**config.mk**
```make
export PLATFORM = sky130hd
export DESIGN_NAME = pedal_step_assist_qualifier_core
export DESIGN_NICKNAME = d
export VERILOG_FILES = /design/src/hdl/psaq_pkg.sv /design/src/hdl/psaq_csr.sv /design/src/hdl/pedal_step_assist_qualifier_core.sv
export SDC_FILE = /design/constraint.sdc
export NUM_CORES = 1
export LEC_CHECK = 0
export BUFFER_PORTS_ARGS = -buffer_cell sky130_fd_sc_hd__buf_2
export CORE_MARGIN = 1.5
export CORE_UTILIZATION = 36
export CTS_BUF_LIST = sky130_fd_sc_hd__clkbuf_4 sky130_fd_sc_hd__clkbuf_8 sky130_fd_sc_hd__clkbuf_16
export CTS_CLUSTER_DIAMETER = 120
export DETAILED_ROUTE_END_ITERATION = 16
export GPL_ROUTABILITY_DRIVEN = 0
export PLACE_DENSITY_LB_ADDON = 0.05
export SLEW_MARGIN = 20
export SYNTH_ARGS = -nofsm -noshare
export SYNTH_HDL_FRONTEND = slang
export SYNTH_SLANG_ARGS = --single-unit
export TNS_END_PERCENT = 100
```
**constraint.sdc**
```tcl
create_clock -name clock -period 2.9 [get_ports clock]
set_input_delay 0.29 -clock clock [delete_from_list [all_inputs] [get_ports clock]]
set_output_delay 0.29 -clock clock [all_outputs]
set_load 0.01 [all_outputs]
```
**src/hdl/psaq_pkg.sv**
```systemverilog
// Shared types and constants for the pedal step assist qualifier.
// Holds the register map, the reset values and the configuration struct.
// No dependencies.
`timescale 1ns / 1ps

package psaq_pkg;

   localparam int unsigned ADDR_W = 4;
   localparam int unsigned DATA_W = 32;

   typedef enum logic [1:0] {
      REG_FORWARD_TICKS     = 2'd0,
      REG_REVERSE_TICKS     = 2'd1,
      REG_IDLE_LIMIT        = 2'd2,
      REG_REVERSE_DIRECTION = 2'd3
   } reg_idx_type;

   typedef enum logic [1:0] {
      DIR_NONE    = 2'd0,
      DIR_FORWARD = 2'd1,
      DIR_REVERSE = 2'd2
   } dir_type;

   localparam logic [6:0]  FORWARD_TICKS_RST     = 7'd4;
   localparam logic [6:0]  REVERSE_TICKS_RST     = 7'd2;
   localparam logic [15:0] IDLE_LIMIT_RST        = 16'd1000;
   localparam logic        REVERSE_DIRECTION_RST = 1'b1;

   localparam logic [15:0] IDLE_MAX  = 16'hFFFF;
   localparam logic [7:0]  COUNT_MAX = 8'sh7F;
   localparam logic [7:0]  COUNT_MIN = 8'sh80;

   typedef struct packed {
      logic [6:0]  forward_ticks;
      logic [6:0]  reverse_ticks;
      logic [15:0] idle_limit;
      logic        reverse_direction;
   } cfg_type;

endpackage

```
**src/hdl/psaq_csr.sv**
```systemverilog
// Configuration register file for the pedal step assist qualifier.
// Decodes the APB-style port and holds the four settings; uses psaq_pkg.
`timescale 1ns / 1ps

module psaq_csr (
   input  logic                        clock,
   input  logic                        reset,
   input  logic                        psel,
   input  logic                        penable,
   input  logic                        pwrite,
   input  logic [psaq_pkg::ADDR_W-1:0] paddr,
   input  logic [psaq_pkg::DATA_W-1:0] pwdata,
   output logic [psaq_pkg::DATA_W-1:0] prdata,
   output psaq_pkg::cfg_type           cfg
);

   psaq_pkg::cfg_type     cfg_ff;
   psaq_pkg::cfg_type     cfg_in;
   psaq_pkg::reg_idx_type reg_idx;
   logic                  wr_en;

   assign reg_idx = psaq_pkg::reg_idx_type'(paddr[3:2]);
   assign wr_en   = psel && penable && pwrite;

   always_comb begin
      cfg_in = cfg_ff;
      if (wr_en) begin
         unique case (reg_idx)
            psaq_pkg::REG_FORWARD_TICKS:     cfg_in.forward_ticks     = pwdata[6:0];
            psaq_pkg::REG_REVERSE_TICKS:     cfg_in.reverse_ticks     = pwdata[6:0];
            psaq_pkg::REG_IDLE_LIMIT:        cfg_in.idle_limit        = pwdata[15:0];
            psaq_pkg::REG_REVERSE_DIRECTION: cfg_in.reverse_direction = pwdata[0];
            default:                         cfg_in = cfg_ff;
         endcase
      end
   end

   always_ff @(posedge clock) begin
      if (reset) begin
         cfg_ff.forward_ticks     <= psaq_pkg::FORWARD_TICKS_RST;
         cfg_ff.reverse_ticks     <= psaq_pkg::REVERSE_TICKS_RST;
         cfg_ff.idle_limit        <= psaq_pkg::IDLE_LIMIT_RST;
         cfg_ff.reverse_direction <= psaq_pkg::REVERSE_DIRECTION_RST;
      end else begin
         cfg_ff <= cfg_in;
      end
   end

   always_comb begin
      unique case (reg_idx)
         psaq_pkg::REG_FORWARD_TICKS:     prdata = {25'd0, cfg_ff.forward_ticks};
         psaq_pkg::REG_REVERSE_TICKS:     prdata = {25'd0, cfg_ff.reverse_ticks};
         psaq_pkg::REG_IDLE_LIMIT:        prdata = {16'd0, cfg_ff.idle_limit};
         psaq_pkg::REG_REVERSE_DIRECTION: prdata = {31'd0, cfg_ff.reverse_direction};
         default:                         prdata = '0;
      endcase
   end

   assign cfg = cfg_ff;

endmodule

```
**src/hdl/pedal_step_assist_qualifier_core.sv**
```systemverilog
// Top level of the pedal step assist qualifier: input word register, step
// qualification logic, state and result register. Uses psaq_pkg and psaq_csr.
`timescale 1ns / 1ps

// The block takes one signed step delta per word on the req_ channel and
// returns one result word on the rsp_ channel: the assist level, the LED
// level and the direction of the step. Both channels move a word at a rising
// edge where valid is high and stall is low.
// An accepted word lands in an input register; it is then qualified against
// the step count, idle count and assist flag and written to the result
// register once that register is empty or its word is taken by the receiver.
// One word per cycle is sustained while the receiver does not stall; the
// single update path from the input to the result register sets that figure.
// When the receiver stalls, the result register holds its word and the input
// register can still take one more word before req_stall rises.
// Reset clears both valid flags, the step and idle counts and the assist
// flag, and loads the default settings. The user must write the settings
// over APB only while no word is in flight; the block does not enforce it.

module pedal_step_assist_qualifier_core (
   input  logic                        clock,
   input  logic                        reset,
   input  logic                        req_valid,
   output logic                        req_stall,
   input  logic signed [3:0]           req_step_delta,
   output logic                        rsp_valid,
   input  logic                        rsp_stall,
   output logic                        rsp_assist_on,
   output logic                        rsp_led_on,
   output logic [1:0]                  rsp_direction,
   input  logic                        psel,
   input  logic                        penable,
   input  logic                        pwrite,
   input  logic [psaq_pkg::ADDR_W-1:0] paddr,
   input  logic [psaq_pkg::DATA_W-1:0] pwdata,
   output logic [psaq_pkg::DATA_W-1:0] prdata,
   output logic                        pready
);

   psaq_pkg::cfg_type cfg;

   logic              in_valid_ff, in_valid_in;
   logic signed [3:0] in_delta_ff;
   logic              rsp_valid_ff, rsp_valid_in;
   logic              rsp_assist_ff, rsp_led_ff;
   logic [1:0]        rsp_dir_ff;

   logic signed [7:0] step_count_ff, step_count_in;
   logic [15:0]       idle_count_ff, idle_count_in;
   logic              assist_ff, assist_in;

   logic              accept, advance;
   logic signed [4:0] delta_ext, delta_dir;
   logic signed [8:0] sum_wide;
   logic signed [7:0] step_sat;
   logic              is_fwd, is_rev, idle_over, below_fwd, above_rev;
   psaq_pkg::dir_type dir;

   psaq_csr u_csr (
      .clock   (clock),
      .reset   (reset),
      .psel    (psel),
      .penable (penable),
      .pwrite  (pwrite),
      .paddr   (paddr),
      .pwdata  (pwdata),
      .prdata  (prdata),
      .cfg     (cfg)
   );

   assign pready = 1'b1;

   assign advance     = in_valid_ff && (!rsp_valid_ff || !rsp_stall);
   assign req_stall   = in_valid_ff && !advance;
   assign accept      = req_valid && !req_stall;
   assign in_valid_in = accept || (in_valid_ff && !advance);
   assign rsp_valid_in = advance || (rsp_valid_ff && rsp_stall);

   assign delta_ext = {in_delta_ff[3], in_delta_ff};
   assign delta_dir = cfg.reverse_direction ? -delta_ext : delta_ext;
   assign is_rev    = delta_dir[4];
   assign is_fwd    = !delta_dir[4] && (delta_dir != 5'sd0);

   assign sum_wide  = {step_count_ff[7], step_count_ff} + {{4{delta_dir[4]}}, delta_dir};
   assign step_sat  = (sum_wide[8] != sum_wide[7])
                      ? (sum_wide[8] ? psaq_pkg::COUNT_MIN : psaq_pkg::COUNT_MAX)
                      : sum_wide[7:0];

   assign idle_over = idle_count_ff > cfg.idle_limit;
   assign below_fwd = $signed({step_count_ff[7], step_count_ff}) <
                      $signed({2'b00, cfg.forward_ticks});
   assign above_rev = $signed({step_count_ff[7], step_count_ff}) >
                      $signed({2'b00, cfg.reverse_ticks});

   always_comb begin
      step_count_in = step_count_ff;
      idle_count_in = idle_count_ff;
      assist_in     = assist_ff;
      dir           = psaq_pkg::DIR_NONE;
      priority if (is_fwd) begin
         dir = psaq_pkg::DIR_FORWARD;
         if (idle_over) begin
            idle_count_in = '0;
         end
         if (below_fwd) begin
            step_count_in = step_sat;
         end else begin
            idle_count_in = '0;
            assist_in     = 1'b1;
         end
      end else if (is_rev) begin
         dir = psaq_pkg::DIR_REVERSE;
         if (above_rev) begin
            step_count_in = step_sat;
         end else begin
            assist_in = 1'b0;
         end
      end else begin
         if (idle_over) begin
            step_count_in = '0;
            assist_in     = 1'b0;
         end else if (idle_count_ff != psaq_pkg::IDLE_MAX) begin
            idle_count_in = idle_count_ff + 16'd1;
         end
      end
   end

   always_ff @(posedge clock) begin
      if (reset) begin
         in_valid_ff   <= 1'b0;
         rsp_valid_ff  <= 1'b0;
         step_count_ff <= '0;
         idle_count_ff <= '0;
         assist_ff     <= 1'b0;
      end else begin
         in_valid_ff  <= in_valid_in;
         rsp_valid_ff <= rsp_valid_in;
         if (advance) begin
            step_count_ff <= step_count_in;
            idle_count_ff <= idle_count_in;
            assist_ff     <= assist_in;
         end
      end
   end

   always_ff @(posedge clock) begin
      if (accept) begin
         in_delta_ff <= req_step_delta;
      end
      if (advance) begin
         rsp_assist_ff <= assist_in;
         rsp_led_ff    <= assist_in ^ (dir != psaq_pkg::DIR_NONE);
         rsp_dir_ff    <= dir;
      end
   end

   assign rsp_valid     = rsp_valid_ff;
   assign rsp_assist_on = rsp_assist_ff;
   assign rsp_led_on    = rsp_led_ff;
   assign rsp_direction = rsp_dir_ff;

   a_held_word: assert property (@(posedge clock) disable iff (reset)
      in_valid_ff && !advance |=> in_valid_ff && $stable(in_delta_ff))
      else $error("Input word lost while waiting for the result register.");

   a_state_quiet: assert property (@(posedge clock) disable iff (reset)
      !advance |=> $stable(step_count_ff) && $stable(idle_count_ff) && $stable(assist_ff))
      else $error("Qualifier state changed without a word moving forward.");

   a_result_flag: assert property (@(posedge clock) disable iff (reset)
      advance |=> rsp_valid_ff && (rsp_assist_ff == assist_ff))
      else $error("Result assist level differs from the assist flag.");

   a_led_rule: assert property (@(posedge clock) disable iff (reset)
      rsp_valid_ff |-> (rsp_led_ff == (rsp_assist_ff ^ (rsp_dir_ff != psaq_pkg::DIR_NONE))))
      else $error("LED level does not follow assist level and step.");

   a_dir_code: assert property (@(posedge clock) disable iff (reset)
      rsp_valid_ff |-> (rsp_dir_ff == psaq_pkg::DIR_NONE) ||
                       (rsp_dir_ff == psaq_pkg::DIR_FORWARD) ||
                       (rsp_dir_ff == psaq_pkg::DIR_REVERSE))
      else $error("Result carries an unused direction code.");

endmodule

```
==> summary.md <==
| Metric | Value |
|---|---|
| Status | finished clean |
| Register area | ~1400 sq um |
| Slew headroom | between 40% and 50% |
| Number of synthesized register bits | 66 |
| Leakage power | 2.39 nW |
| Synth Cell Area | 4380 sq um |
| Pre-CTS WS | -28.8 ps |
| Area taken by multi-input logic gates | 2760 sq um |
| Simple logic cell fraction of the synthesized area | 22.1% |
| Main combinational cell family by area after synthesis | simple AND/OR/NAND/NOR gates |
| Initial antenna violation count | 0 |
| Fin crit period | 2730 ps |
| Post-CTS Hold Buffers | 0 |
| Synth top cells by count | nand2_1, dfxtp_1, ha_1 |
| Compound-Gate Fraction of Synth Area | 18.2% |
| Post-synth EDFFs | 8 |
| Crit. End Element | flip-flop |
| Sequential power share | 37.7% |
| Drt wl/cell | about 15 microns |
| Worst path bufs/invs | 3 |
| Clk root buf | clkbuf_16 |
| Mux cell area share after synthesis | under 10% |
| Pint | roughly 1.9 mW |
| Reg2reg start | in_delta_ff[1] |
| Post-synth top area share | 26.5% |
| Slew @ Worst Pin | roughly 830 ps |
| Delay-heaviest family, CP | compound AO/OA/AOI/OAI gates |
| Sw frac | 27.8% |
| Worst path required time | between 3000 and 4000 ps |
| Clock power share | 43.3% |
| CP Cell Sequence | inv_1, ha_1, nor2b_2, o21ai_2, buf_4, ha_1, a31o_2, a41oi_2, mux2i_1, buf_4, nor2_4, nor2b_1, o2bb2ai_1 |
| Row cnt | 40 |
| Die Span Y | 113 microns |
| Synth Area in Adders | 12.5% |
| Initial core utilization | 36.6% |
| Max Buffers Root-to-Sink | 2 |
| Crit-path slowest cell | edfxtp_1 |
| Final ANT Viol Nets | 0 |
| Top-count cell post-synth | nand2_1 |
| Die area | 12800 sq um |
| Asr flop ratio synth | 0% |
| Reg2Reg Capture Point | step_count_ff[5] |
| First-pass GRT wire length | 18.1 mm |
| H-tree levels | 3 |
| Hold Vio Cnt, Final | 0 |
| Largest net degree at the start of global routing | 37 |
| Total of max-cap violations | 0 |
| Via count | between 3000 and 4000 |
| Reg clk slew, reported paths | 60 ps |
| Internal reg-to-reg setup slack | roughly 170 ps |
| DRC errors left | 0 |
| Final setup margin | 171 ps |
| Setup violations, final | 0 |
| Die Width | 113 microns |
| Via density per instance | roughly 5.2 |
| Synth unique cells | 68 |
| Total Wirelength | 11.3 mm |
| Min-delay src | req_step_delta[2] |
| CTS tree | done |
| IO buf count | 50 |
| Combinational share of power | 19.0% |
| Class of the worst hold path | in2reg |
| Final Slew Violations | 0 |
| Iteration-0 DRC Markers | 156 |
| Worst path max stage delay | 380 ps |
| Leading area contributor after synthesis | dfxtp_1 |
| Syn Inst Count | 523 |
| Peak VDD IR | 0.383 mV |
| Cell depth of the worst setup path | 13 |
| Startpoint Class | flip-flop |
| Seq/Total Area, Yosys | 32.0% |
| Clk_lat worst skew | 340 ps |
| CORE AREA | 12000 sq um |
| Critical Path Fanout Max | 7 |
| Final Instance Area | 5280 sq um |
| CP endpoint | step_count_ff[5] |
| Global route total overflow | 0 |
| Syn-to-layout area delta | 20.6% |
| Net switching power | 0.726 mW |
| Fill count | 1252 |
| Reg2reg path depth | 13 |
| CP startpoint | in_delta_ff[1] |
| Post-DP HPWL | 8.67 mm |
| Total power divided by cell area | about 500 nW/um^2 |
| N_diodes | 0 |
| Syn. warnings | 0 |
| Critical path class | reg2reg |
| Top Ports | 86 |
| Layout Nets | 689 |
| Dpl cell area | roughly 4900 sq um |
| CTS buffer count | 9 |
| Final worst-path cycle share | 94.1% |
| Syn avg cell area | 8.38 sq um |
| Gr usage total | a little under a fifth |
| Post-Synth XOR/XNOR Area | between 1.5 and 2% |
| Fmax | 366 MHz |
| Initial DRT Pass Iterations | 4 |
| CTS sink cnt | 66 |
| Clock skew | roughly 5.6 ps |
| Vias in the first global route | roughly 3600 |
| Largest cells by area after synthesis | dfxtp_1, ha_1, edfxtp_1 |
| CP arrival | 2960 ps |
| Share of layout cells above drive strength 1 | 21.5% |
| Most used DFF post-synth | dfxtp_1 |
## power groups by stage
stage	Sequential, mW	Combinational (mW)	Clock (mW)
6_report	0.987	0.497	1.13
3_5_place_dp	1.01	0.469	0
3_3_place_gp	1.01	0.461	0
4_1_cts	0.988	0.473	1.16
5_1_grt	0.991	0.551	1.20
2_1_floorplan	0.998	0.334	0
## registers in the layout, summed over array words and instances, names as in the netlist
signal / count
in_valid_ff: 1
u_csr.cfg: 31
in_delta_ff: 4
step_count_ff: 8
rsp_led_on: 1
rsp_assist_on: 1
idle_count_ff: 16
rsp_direction: 2
assist_ff: 1
rsp_valid: 1
## final cells by class
class	count	area share, %
clock buffers	13	5.61
clock inverters	3	0.332
inverters	40	2.84
multi-input cells	402	52.2
flip-flops and latches	66	26.5
well taps	147	3.48
repair buffers	80	9.00
## worst register-to-register path, cell delays in order (launching register included)
cell       delay, ps
edfxtp_1         380
inv_1             90
ha_1             200
nor2b_2          180
o21ai_2           70
buf_4            140
ha_1             360
a31o_2           270
a41oi_2          180
mux2i_1          310
buf_4            170
nor2_4            50
nor2b_1          130
o2bb2ai_1         80
## layout by cell type, fill, tap and decap left out, types with 4 or more instances in the layout
master | synthesis | layout
nand3_1 | 17 | 17
a21oi_1 | 37 | 37
o31ai_1 | 6 | 6
o21ai_2 | 3 | 4
a31oi_1 | 6 | 6
dfxtp_1 | 58 | 58
edfxtp_1 | 8 | 8
buf_4 | 17 | 30
and3_1 | 10 | 10
ha_1 | 42 | 42
nor2b_1 | 8 | 7
o211ai_1 | 7 | 7
xnor2_1 | 7 | 6
conb_1 | 2 | 17
o21ai_0 | 19 | 16
or2_2 | 5 | 5
clkbuf_16 | 0 | 11
nand2_1 | 59 | 59
mux2i_1 | 22 | 22
buf_2 | 4 | 50
inv_1 | 39 | 39
o2bb2ai_1 | 7 | 7
o21ai_1 | 3 | 5
a21o_1 | 7 | 7
and2_1 | 13 | 13
nor3_1 | 5 | 5
nand2b_1 | 6 | 6
nor2_1 | 39 | 38
nand4_1 | 10 | 10
## metrics by stage
step / TNS [ps] / hold WS (ps) / instances / power, mW / utilization, %
2_1_floorplan: 0 / 389 / 538 / 1.33 / -
3_3_place_gp: -48.6 / 458 / 732 / 1.47 / 40.9
3_5_place_dp: -176 / 466 / 732 / 1.48 / 40.9
4_1_cts: 0 / 109 / 748 / 2.62 / 43.6
5_1_grt: -147 / 105 / 751 / 2.74 / 44.2
6_report: 0 / 124 / 751 / 2.62 / 44.2
## kinds of logic after synthesis
logic type	after synthesis
buffers and inverters	70
AO/OA/AOI/OAI	118
multiplexers	24
other	2
XOR/XNOR	9
adder cells (fa/ha/maj)	43
flip-flops	66
AND/OR/NAND/NOR	191
## what timing repair did
item                       CTS  global route
pin swaps                    1             2
resized for setup            1            12
setup buffers                0             3
setup endpoints to repair    8            14
## worst min path at each step
stage	to	slack, ps	depth (start not counted)
after floorplan	in_delta_ff[0]	390	0
after global placement	u_csr.cfg[14]	460	2
after detailed placement	u_csr.cfg[14]	470	2
after CTS	in_delta_ff[2]	110	1
after global routing	in_delta_ff[0]	110	1
final	in_delta_ff[2]	120	1
## metal layers
metal,track usage [%],routed length [microns],vias to the layer above
li1,-,-,1980
met1,21.4,5090,1841
met2,32.7,5780,59
met3,4.34,298,13
met4,6.58,176,0
met5,0,0,-
No activity file was read; power rests on OpenSTA's default activity.
